File: src/rto_pkg.sv
// rto_pkg: shared constants, types and table helper for the retriggerable
// triangle oscillator; no dependencies
package rto_pkg;

  localparam int PHASE_FRAC_BITS_DEF = 20;
  localparam int LEVEL_FRAC_BITS_DEF = 14;

  // input request: trigger in bit 0, deg_size above it, padded to bytes
  localparam int DEG_W  = 17;
  localparam int IN_W   = 24;

  localparam logic [DEG_W-1:0] DEG_MAX = 17'd92160;

  // 92160 = 45 * 2^11, so the step is deg/45 scaled by 2^(frac bits - 11)
  localparam int DEG_POW2_SHIFT = 11;
  localparam int DIV_45         = 45;
  localparam int RECIP_45       = 46603;   // floor(2^21 / 45)
  localparam int RECIP_SHIFT    = 21;
  localparam int RECIP_W        = 16;
  localparam int MUL_W          = DEG_W + RECIP_W;
  localparam int Q_W            = 12;
  localparam int R_W            = 6;
  localparam int REM_W          = 7;
  localparam int TAB_N          = 64;

  // configuration port
  localparam int CFG_IDX_W  = 1;
  localparam int CFG_DATA_W = 1;
  localparam logic [CFG_IDX_W-1:0] REG_RECYCLE = 1'b0;
  localparam logic [CFG_IDX_W-1:0] REG_ZERO    = 1'b1;

  typedef logic [2:0] sec_t;

  localparam sec_t SEC_RISE   = 3'd0;
  localparam sec_t SEC_FALL   = 3'd1;
  localparam sec_t SEC_DIP    = 3'd2;
  localparam sec_t SEC_RETURN = 3'd3;
  localparam sec_t SEC_DONE   = 3'd4;

  // floor(r * 2^sh / 45), evaluated at elaboration only
  function automatic longint frac_entry(input int unsigned r, input int unsigned sh);
    longint num;
    num = longint'(r) << sh;
    return num / DIV_45;
  endfunction

endpackage

File: src/retriggerable_triangle_oscillator.sv
// Retriggerable triangle oscillator: one result per request, one request per cycle
// while the output is not stalled. Each result passes the input register, step divide
// register, step register, then output register.
// Throughput: one request per cycle while output is not stalled, set by the state loop
// and its span-times-phase multiply; stages move up into bubbles while output stalls.
// Reset (rst, synchronous) clears configuration, wave state and all valid flags.
// Depends on rto_pkg.
module retriggerable_triangle_oscillator #(
  parameter int PHASE_FRAC_BITS = rto_pkg::PHASE_FRAC_BITS_DEF,
  parameter int LEVEL_FRAC_BITS = rto_pkg::LEVEL_FRAC_BITS_DEF,
  localparam int LW    = LEVEL_FRAC_BITS + 3,
  localparam int OUT_W = ((LW + 1 + 7) / 8) * 8
) (
  input  logic                            clk,
  input  logic                            rst,
  input  logic                            cfg_we,
  input  logic [rto_pkg::CFG_IDX_W-1:0]   cfg_index,
  input  logic [rto_pkg::CFG_DATA_W-1:0]  cfg_data,
  input  logic                            s_tvalid,
  output logic                            s_tready,
  input  logic [rto_pkg::IN_W-1:0]        s_tdata,   // trigger, deg_size
  output logic                            m_tvalid,
  input  logic                            m_tready,
  output logic [OUT_W-1:0]                m_tdata    // level, playing
);

  localparam int PF      = PHASE_FRAC_BITS;
  localparam int PW      = PF + 3;
  localparam int SW      = PF + 1;
  localparam int STEP_SH = PF - rto_pkg::DEG_POW2_SHIFT;
  localparam int PRW     = LW + PW;

  localparam logic signed [PW:0]   ONE_P_X  = {3'b000, 1'b1, {PF{1'b0}}};
  localparam logic signed [PW-1:0] ONE_P    = {2'b00, 1'b1, {PF{1'b0}}};
  localparam logic signed [PW-1:0] PH_MIN   = {3'b100, {PF{1'b0}}};
  localparam logic signed [PW-1:0] PH_MAX   = {3'b011, {PF{1'b1}}};
  localparam logic signed [PW:0]   PH_MIN_X = {4'b1100, {PF{1'b0}}};
  localparam logic signed [PW:0]   PH_MAX_X = {4'b0011, {PF{1'b1}}};
  localparam logic signed [PRW:0]  HALF_P   = {{(PRW - PF + 1){1'b0}}, 1'b1, {(PF-1){1'b0}}};

  localparam logic signed [LW-1:0] ONE_L    = {2'b00, 1'b1, {LEVEL_FRAC_BITS{1'b0}}};
  localparam logic signed [LW-1:0] NEG_ONE_L = -ONE_L;
  localparam logic signed [LW-1:0] LV_MIN   = {3'b100, {LEVEL_FRAC_BITS{1'b0}}};
  localparam logic signed [LW-1:0] LV_MAX   = {3'b011, {LEVEL_FRAC_BITS{1'b1}}};
  localparam logic signed [LW:0]   ONE_L_X  = {3'b000, 1'b1, {LEVEL_FRAC_BITS{1'b0}}};
  localparam logic signed [LW:0]   LV_MAX_X = {4'b0011, {LEVEL_FRAC_BITS{1'b1}}};
  localparam logic signed [LW+3:0] LV_MAX_W = {7'b0000011, {LEVEL_FRAC_BITS{1'b1}}};
  localparam logic signed [LW+3:0] LV_MIN_W = {7'b1111100, {LEVEL_FRAC_BITS{1'b0}}};

  // configuration
  logic recycle_enable;
  logic zero_on_retrigger;

  // pipeline valid flags and moves
  logic va, vb, vc;
  logic can_o, can_c, can_b, can_a;
  logic s_acc, move_ab, move_bc, move_co;

  // stage a: accepted request
  logic                      a_trig;
  logic [rto_pkg::DEG_W-1:0] a_deg;
  logic [rto_pkg::DEG_W-1:0] a_degc;
  logic [rto_pkg::MUL_W-1:0] a_mul;

  // stage b: clamped deg and estimated quotient
  logic                      b_trig;
  logic [rto_pkg::DEG_W-1:0] b_deg;
  logic [rto_pkg::Q_W-1:0]   b_q0;
  logic [rto_pkg::DEG_W-1:0] b_m45;
  logic [rto_pkg::DEG_W-1:0] b_diff;
  logic [rto_pkg::REM_W-1:0] b_r0;
  logic [rto_pkg::Q_W-1:0]   b_q;
  logic [rto_pkg::R_W-1:0]   b_r;
  logic [SW-1:0]             b_step;
  logic [STEP_SH-1:0]        frac_tab [rto_pkg::TAB_N];

  // stage c: phase step
  logic          c_trig;
  logic [SW-1:0] c_step;

  // wave state
  logic                  play;
  rto_pkg::sec_t         sec;
  logic signed [PW-1:0]  frac;
  logic signed [LW-1:0]  start;
  logic signed [LW-1:0]  span;
  logic signed [LW-1:0]  held;

  logic                  play_next;
  rto_pkg::sec_t         sec_next;
  logic signed [PW-1:0]  frac_next;
  logic signed [LW-1:0]  start_next;
  logic signed [LW-1:0]  span_next;
  logic signed [LW-1:0]  held_next;

  // update datapath
  logic signed [PW:0]    f_dec;
  logic signed [PW-1:0]  f1;
  logic signed [LW-1:0]  h1, st1, sp1;
  logic signed [PRW-1:0] prod;
  logic signed [PRW:0]   rnd;
  logic signed [PRW:0]   rnd_sh;
  logic signed [LW+2:0]  delta;
  logic signed [LW+3:0]  lvl;
  logic signed [LW-1:0]  h2;
  logic signed [PW:0]    f_add;
  logic signed [PW-1:0]  f_sat;
  rto_pkg::sec_t         sec_inc;

  function automatic logic signed [LW-1:0] span_of(input logic signed [LW-1:0] h);
    logic signed [LW:0] d;
    d = ONE_L_X - {h[LW-1], h};
    return (d > LV_MAX_X) ? LV_MAX : d[LW-1:0];
  endfunction

  // handshake: each stage moves on when the next one is empty or moving
  assign can_o    = !m_tvalid || m_tready;
  assign can_c    = !vc || can_o;
  assign can_b    = !vb || can_c;
  assign can_a    = !va || can_b;
  assign s_tready = can_a;
  assign s_acc    = s_tvalid && can_a;
  assign move_ab  = va && can_b;
  assign move_bc  = vb && can_c;
  assign move_co  = vc && can_o;

  always_ff @(posedge clk) begin
    if (rst) begin
      va       <= 1'b0;
      vb       <= 1'b0;
      vc       <= 1'b0;
      m_tvalid <= 1'b0;
    end else begin
      va       <= s_acc || (va && !can_b);
      vb       <= move_ab || (vb && !can_c);
      vc       <= move_bc || (vc && !can_o);
      m_tvalid <= move_co || (m_tvalid && !m_tready);
    end
  end

  always_ff @(posedge clk) begin
    if (rst) begin
      recycle_enable    <= 1'b0;
      zero_on_retrigger <= 1'b0;
    end else if (cfg_we) begin
      unique case (cfg_index)
        rto_pkg::REG_RECYCLE: recycle_enable    <= cfg_data[0];
        rto_pkg::REG_ZERO:    zero_on_retrigger <= cfg_data[0];
      endcase
    end
  end

  // stage a: clamp and reciprocal multiply for deg / 45
  assign a_degc = (a_deg > rto_pkg::DEG_MAX) ? rto_pkg::DEG_MAX : a_deg;
  assign a_mul  = rto_pkg::MUL_W'(a_degc) * rto_pkg::MUL_W'(rto_pkg::RECIP_45);

  always_ff @(posedge clk) begin
    if (s_acc) begin
      a_trig <= s_tdata[0];
      a_deg  <= s_tdata[rto_pkg::DEG_W:1];
    end
  end

  always_ff @(posedge clk) begin
    if (move_ab) begin
      b_trig <= a_trig;
      b_deg  <= a_degc;
      b_q0   <= a_mul[rto_pkg::RECIP_SHIFT +: rto_pkg::Q_W];
    end
  end

  // stage b: quotient correction, remainder table, step assembly
  for (genvar gi = 0; gi < rto_pkg::TAB_N; gi++) begin : g_tab
    assign frac_tab[gi] = STEP_SH'(rto_pkg::frac_entry(gi, STEP_SH));
  end

  assign b_m45  = rto_pkg::DEG_W'(b_q0) * rto_pkg::DEG_W'(rto_pkg::DIV_45);
  assign b_diff = b_deg - b_m45;
  assign b_r0   = b_diff[rto_pkg::REM_W-1:0];

  always_comb begin
    if (b_r0 >= rto_pkg::REM_W'(rto_pkg::DIV_45)) begin
      b_q = b_q0 + rto_pkg::Q_W'(1);
      b_r = rto_pkg::R_W'(b_r0 - rto_pkg::REM_W'(rto_pkg::DIV_45));
    end else begin
      b_q = b_q0;
      b_r = b_r0[rto_pkg::R_W-1:0];
    end
    b_step = (SW'(b_q) << STEP_SH) + SW'(frac_tab[b_r]);
  end

  always_ff @(posedge clk) begin
    if (move_bc) begin
      c_trig <= b_trig;
      c_step <= b_step;
    end
  end

  // state update: trigger, level from current phase, then phase step
  assign prod   = sp1 * f1;
  assign rnd    = {prod[PRW-1], prod} + HALF_P;
  assign rnd_sh = rnd >>> PF;
  assign delta  = rnd_sh[LW+2:0];
  assign lvl    = {{4{st1[LW-1]}}, st1} + {delta[LW+2], delta};
  assign f_add  = {f1[PW-1], f1} + {3'b000, c_step};
  assign sec_inc = sec + 3'd1;

  always_comb begin
    f_dec = {frac[PW-1], frac} - ONE_P_X;
    if (c_trig) begin
      f1  = (f_dec < PH_MIN_X) ? PH_MIN : f_dec[PW-1:0];
      h1  = zero_on_retrigger ? '0 : held;
      st1 = h1;
      sp1 = span_of(h1);
    end else begin
      f1  = frac;
      h1  = held;
      st1 = start;
      sp1 = span;
    end

    if (lvl > LV_MAX_W) begin
      h2 = LV_MAX;
    end else if (lvl < LV_MIN_W) begin
      h2 = LV_MIN;
    end else begin
      h2 = lvl[LW-1:0];
    end
    f_sat = (f_add > PH_MAX_X) ? PH_MAX : f_add[PW-1:0];

    play_next  = play || c_trig;
    sec_next   = c_trig ? rto_pkg::SEC_RISE : sec;
    frac_next  = f1;
    start_next = st1;
    span_next  = sp1;
    held_next  = h1;

    if (play_next) begin
      held_next = h2;
      frac_next = f_sat;
      if (f_sat >= ONE_P) begin
        frac_next = f_sat - ONE_P;
        sec_next  = c_trig ? rto_pkg::SEC_FALL : sec_inc;
        unique case (sec_next)
          rto_pkg::SEC_FALL: begin
            start_next = ONE_L;
            span_next  = NEG_ONE_L;
          end
          rto_pkg::SEC_DIP: begin
            start_next = '0;
            span_next  = NEG_ONE_L;
          end
          rto_pkg::SEC_RETURN: begin
            start_next = NEG_ONE_L;
            span_next  = ONE_L;
          end
          default: begin
            if (recycle_enable) begin
              sec_next   = rto_pkg::SEC_RISE;
              held_next  = zero_on_retrigger ? '0 : h2;
              start_next = held_next;
              span_next  = span_of(held_next);
            end else begin
              play_next = 1'b0;
              sec_next  = rto_pkg::SEC_DONE;
            end
          end
        endcase
      end
    end
  end

  always_ff @(posedge clk) begin
    if (rst) begin
      play  <= 1'b0;
      sec   <= rto_pkg::SEC_RISE;
      frac  <= '0;
      start <= '0;
      span  <= '0;
      held  <= '0;
    end else if (move_co) begin
      play  <= play_next;
      sec   <= sec_next;
      frac  <= frac_next;
      start <= start_next;
      span  <= span_next;
      held  <= held_next;
    end
  end

  always_ff @(posedge clk) begin
    if (move_co) begin
      m_tdata <= OUT_W'({play_next, held_next});
    end
  end

`ifndef NO_ASSERTIONS
  a_sec_range: assert property (@(posedge clk) disable iff (rst)
    sec <= rto_pkg::SEC_DONE)
    else $error("section index out of range");

  a_idle_sec: assert property (@(posedge clk) disable iff (rst)
    !play |-> (sec == rto_pkg::SEC_RISE || sec == rto_pkg::SEC_DONE))
    else $error("stopped wave with section in progress");

  a_frac_below_one: assert property (@(posedge clk) disable iff (rst)
    frac < ONE_P)
    else $error("phase fraction left unwrapped");

  a_state_hold: assert property (@(posedge clk) disable iff (rst)
    !move_co |=> $stable(held) && $stable(play) && $stable(frac))
    else $error("wave state changed without a request");

  a_full_stall: assert property (@(posedge clk) disable iff (rst)
    !s_tready |-> (va && vb && vc && m_tvalid))
    else $error("request refused with a free stage");
`endif

endmodule

File: config.mk
export PLATFORM = sky130hd
export DESIGN_NAME = retriggerable_triangle_oscillator
export DESIGN_NICKNAME = d
export VERILOG_FILES = /design/src/rto_pkg.sv /design/src/retriggerable_triangle_oscillator.sv
export SDC_FILE = /design/constraint.sdc
export NUM_CORES = 2
export LEC_CHECK = 0
export BUFFER_PORTS_ARGS = -buffer_cell sky130_fd_sc_hd__buf_2
export CAP_MARGIN = 10
export CORE_ASPECT_RATIO = 0.75
export CORE_MARGIN = 2
export CORE_UTILIZATION = 40
export CTS_BUF_LIST = sky130_fd_sc_hd__clkbuf_4
export CTS_CLUSTER_DIAMETER = 60
export DETAILED_ROUTE_END_ITERATION = 16
export SYNTH_ARGS = -nofsm -noshare
export SYNTH_HDL_FRONTEND = slang
export SYNTH_SLANG_ARGS = --single-unit
File: constraint.sdc
create_clock -name clk -period 14.65 [get_ports clk]
set_clock_uncertainty 0.05 [all_clocks]
set_input_delay 1.465 -clock clk [delete_from_list [all_inputs] [get_ports clk]]
set_output_delay 1.465 -clock clk [all_outputs]
set_load 0.02 [all_outputs]
==> run summary <==
Status - complete, no violations
Fmax - 73.6 MHz
Post-synth ARST share - 0%
Routability congestion estimate - 0.915
Relative slew slack - 20.9%
Cell variety after synth - 107
Endpoints failing setup - 0
Required time of the critical path - 15.24 ns
DIE HEIGHT - 241 microns
Core Region - 73,700 sq um
Fill cell count - 7,350
Number of flops mapped to enable cells by yosys - 78
Register bit count reported by yosys - 162
RSZ-0062 raised after global routing - false
Syn Inst Count - 3,391
Critical path's slowest cell - or4_1
Routed len/inst - 19.6 microns
Routed Antenna Nets - 0
Vias per inst - 5.41
DR DRC count - 0
Number of global-route vias before repair - 23,200
Cell family with most CP delay - compound AO/OA/AOI/OAI gates
Num Clock Sinks - 162
Largest net degree at the start of global routing - 85
Yosys warns - 0
CP Class - reg -> reg
Setup TNS - 0 ns
Clk slew on worst S/H paths - 0.16 ns
Top-Level Pins - 57
Gr ovfl total - 0
Startpoint types - flip-flop
Measured slew at the worst slew-check pin - 1.18 ns
CTS tree - done
Worst path bufs/invs - 6
CP Max Fanout - 14
DR vias - 23,600
Antenna violations before repair - 2
CP Capture Type - flip-flop
Post-synthesis sequential area ratio - 13.5%
MaxCap Viol Count - 0
Final wirelength - 85,400 microns
Post-Syn Area - 29,900 sq um
Post-CTS setup buffer count - 0
Post-route cell area - 31,600 sq um
Detailed placement HPWL - 68,500 microns
Fin. Hold Viols - 0
Clock buffer count from CTS - 17
CP dominant cell by count - fa_1
Initial core utilization - 40.5%
Mean area per synthesized cell - 8.81 sq um
DRT iter0 DRCs - 2,095
Area of the die - 76,900 sq um
CP peak stage delay - 0.66 ns
Hold_buf cts - 0
Main synth FF type - dfxtp_1
Drt first pass iters - 5
Clk root buf - clkbuf_4
Max Slew Vio Count - 0
Cell area after placement - 31,200 sq um
Layout area overhead - 5.81%
CTS Buffer Depth - 2
Fin nets - 4,167
Fin crit share - 92.7%
Buffers on Ports - 44
Die X - 320 microns
Hold Path Class - reg -> reg
First-pass GRT wire length - 136,000 microns
WP data arrival - 14.17 ns
Tot GR Track Use - 22.9%
Fin crit period - 13.58 ns
Share of layout cells above drive strength 1 - 7.16%
Num rows - 86
# H-tree levels - 4
Latest clock arrival within the worst-skew pair - 0.75 ns
[cell usage after synthesis, drive strengths merged (22+ instances only)]
cell	instances	share of area (%)
inv	628	7.9
fa	466	31
nor2	363	4.6
nand2	355	4.5
ha	288	12
a21oi	121	2.2
clkbuf	114	1.4
o21ai	88	1.5
dfxtp	84	5.6
edfxtp	78	7.8
xnor2	78	2.3
nor3	55	0.99
a211oi	44	1.3
nand3	43	0.80
a21o	40	1.0
a31oi	33	0.69
xor2	33	0.97
and2	32	0.67
buf	26	0.58
a22oi	25	0.65
nand2b	25	0.52
nor2b	23	0.48
a22o	22	0.65
o21a	22	0.58
[worst register-to-register path, delay by kind of cell (launching register included)]
family                   cells  cell delay (ns)
AO/OA/AOI/OAI               19             4.60
XOR/XNOR                     1             0.38
adder cells (fa/ha/maj)      9             3.75
buffers and inverters        6             0.90
flip-flops                   1             0.40
AND/OR/NAND/NOR             13             3.44
[cells by family after synthesis]
kind of cell / synth area share (%)
other: 0.0126
adders and majority gates: 43.3
buffers and inverters: 10.0
DFF: 13.5
and+or+nand+nor: 14.5
xor gates and xnor gates: 3.26
AOI/OAI and AO/OA: 14.3
muxes: 1.08
[cell type report]
type	instances	area (sq um)	share of cell area (%)
repair buffers	107	696	2.20
flip-flops and latches	162	4020	12.7
diodes	3	7.51	0.0238
multi-input cells	2458	23000	72.6
well taps	968	1210	3.83
clock inverters	12	180	0.570
inverters	636	2390	7.55
clock buffers	19	143	0.451
[worst paths after layout]
check	from	slack [ns]	cells past startpoint	endpoint
setup reg to reg	held[9]	1.07	48	span[6]
hold / removal	a_trig	0.39	0	b_trig
hold reg to reg	a_trig	0.39	0	b_trig
setup / recovery	held[9]	1.07	48	span[6]
[sequential cells by signal, summed over array words and instances, names as in the netlist, 3 cells and up]
signal	count
a_deg	17
b_deg	7
b_q0	12
c_step	21
frac	23
held	17
m_tdata	18
sec	3
span	17
start	17
[cells in the final DEF, fill, tap and decap left out, types with 15 or more instances in the layout]
master / instances
a31oi_1: 27
fa_1: 466
nor2_1: 360
xor2_1: 33
inv_1: 628
and2_1: 32
a22oi_1: 24
a21o_1: 40
o211ai_1: 19
ha_1: 287
a311oi_1: 15
buf_2: 43
clkbuf_4: 19
nand2b_1: 25
nor3_1: 51
edfxtp_1: 78
xnor2_1: 78
o21ai_0: 73
or3_1: 16
nor2b_1: 22
nand3_1: 40
mux2_2: 17
a21oi_1: 111
nand2_1: 354
a22o_1: 22
dfxtp_1: 84
nand4_1: 19
o21a_1: 21
a211oi_1: 34
buf_4: 64
[metal layers]
layer / vias to the layer above / share of wire (%) / track usage (%)
met3: 98 / 7.8 / 3.89
li1: 11000 / - / -
met4: 0 / 2.0 / 5.05
met1: 11600 / 47 / 33.9
met2: 881 / 43 / 35.2
met5: - / 0 / 0
[what timing repair did]
item                                   in CTS  in global routing
resized for setup                           0                  6
setup endpoints to repair                   0                 17
endpoints found under the hold margin       0                  0
[per-stage QoR]
stage / cells / setup WS (ns) / hold WS [ns] / util [%]
2_1_floorplan: 3396 / 2.36 / 0.350 / -
3_3_place_gp: 4331 / 0.904 / 0.355 / 42.4
3_5_place_dp: 4331 / 0.764 / 0.355 / 42.4
4_1_cts: 4362 / 0.716 / 0.393 / 42.8
5_1_grt: 4365 / 0.132 / 0.400 / 42.9
6_report: 4365 / 1.07 / 0.389 / 42.9
Power is left out: the tool's default activity adds up to more than one toggle a clock period on the data nets, which glitch-free logic cannot reach.
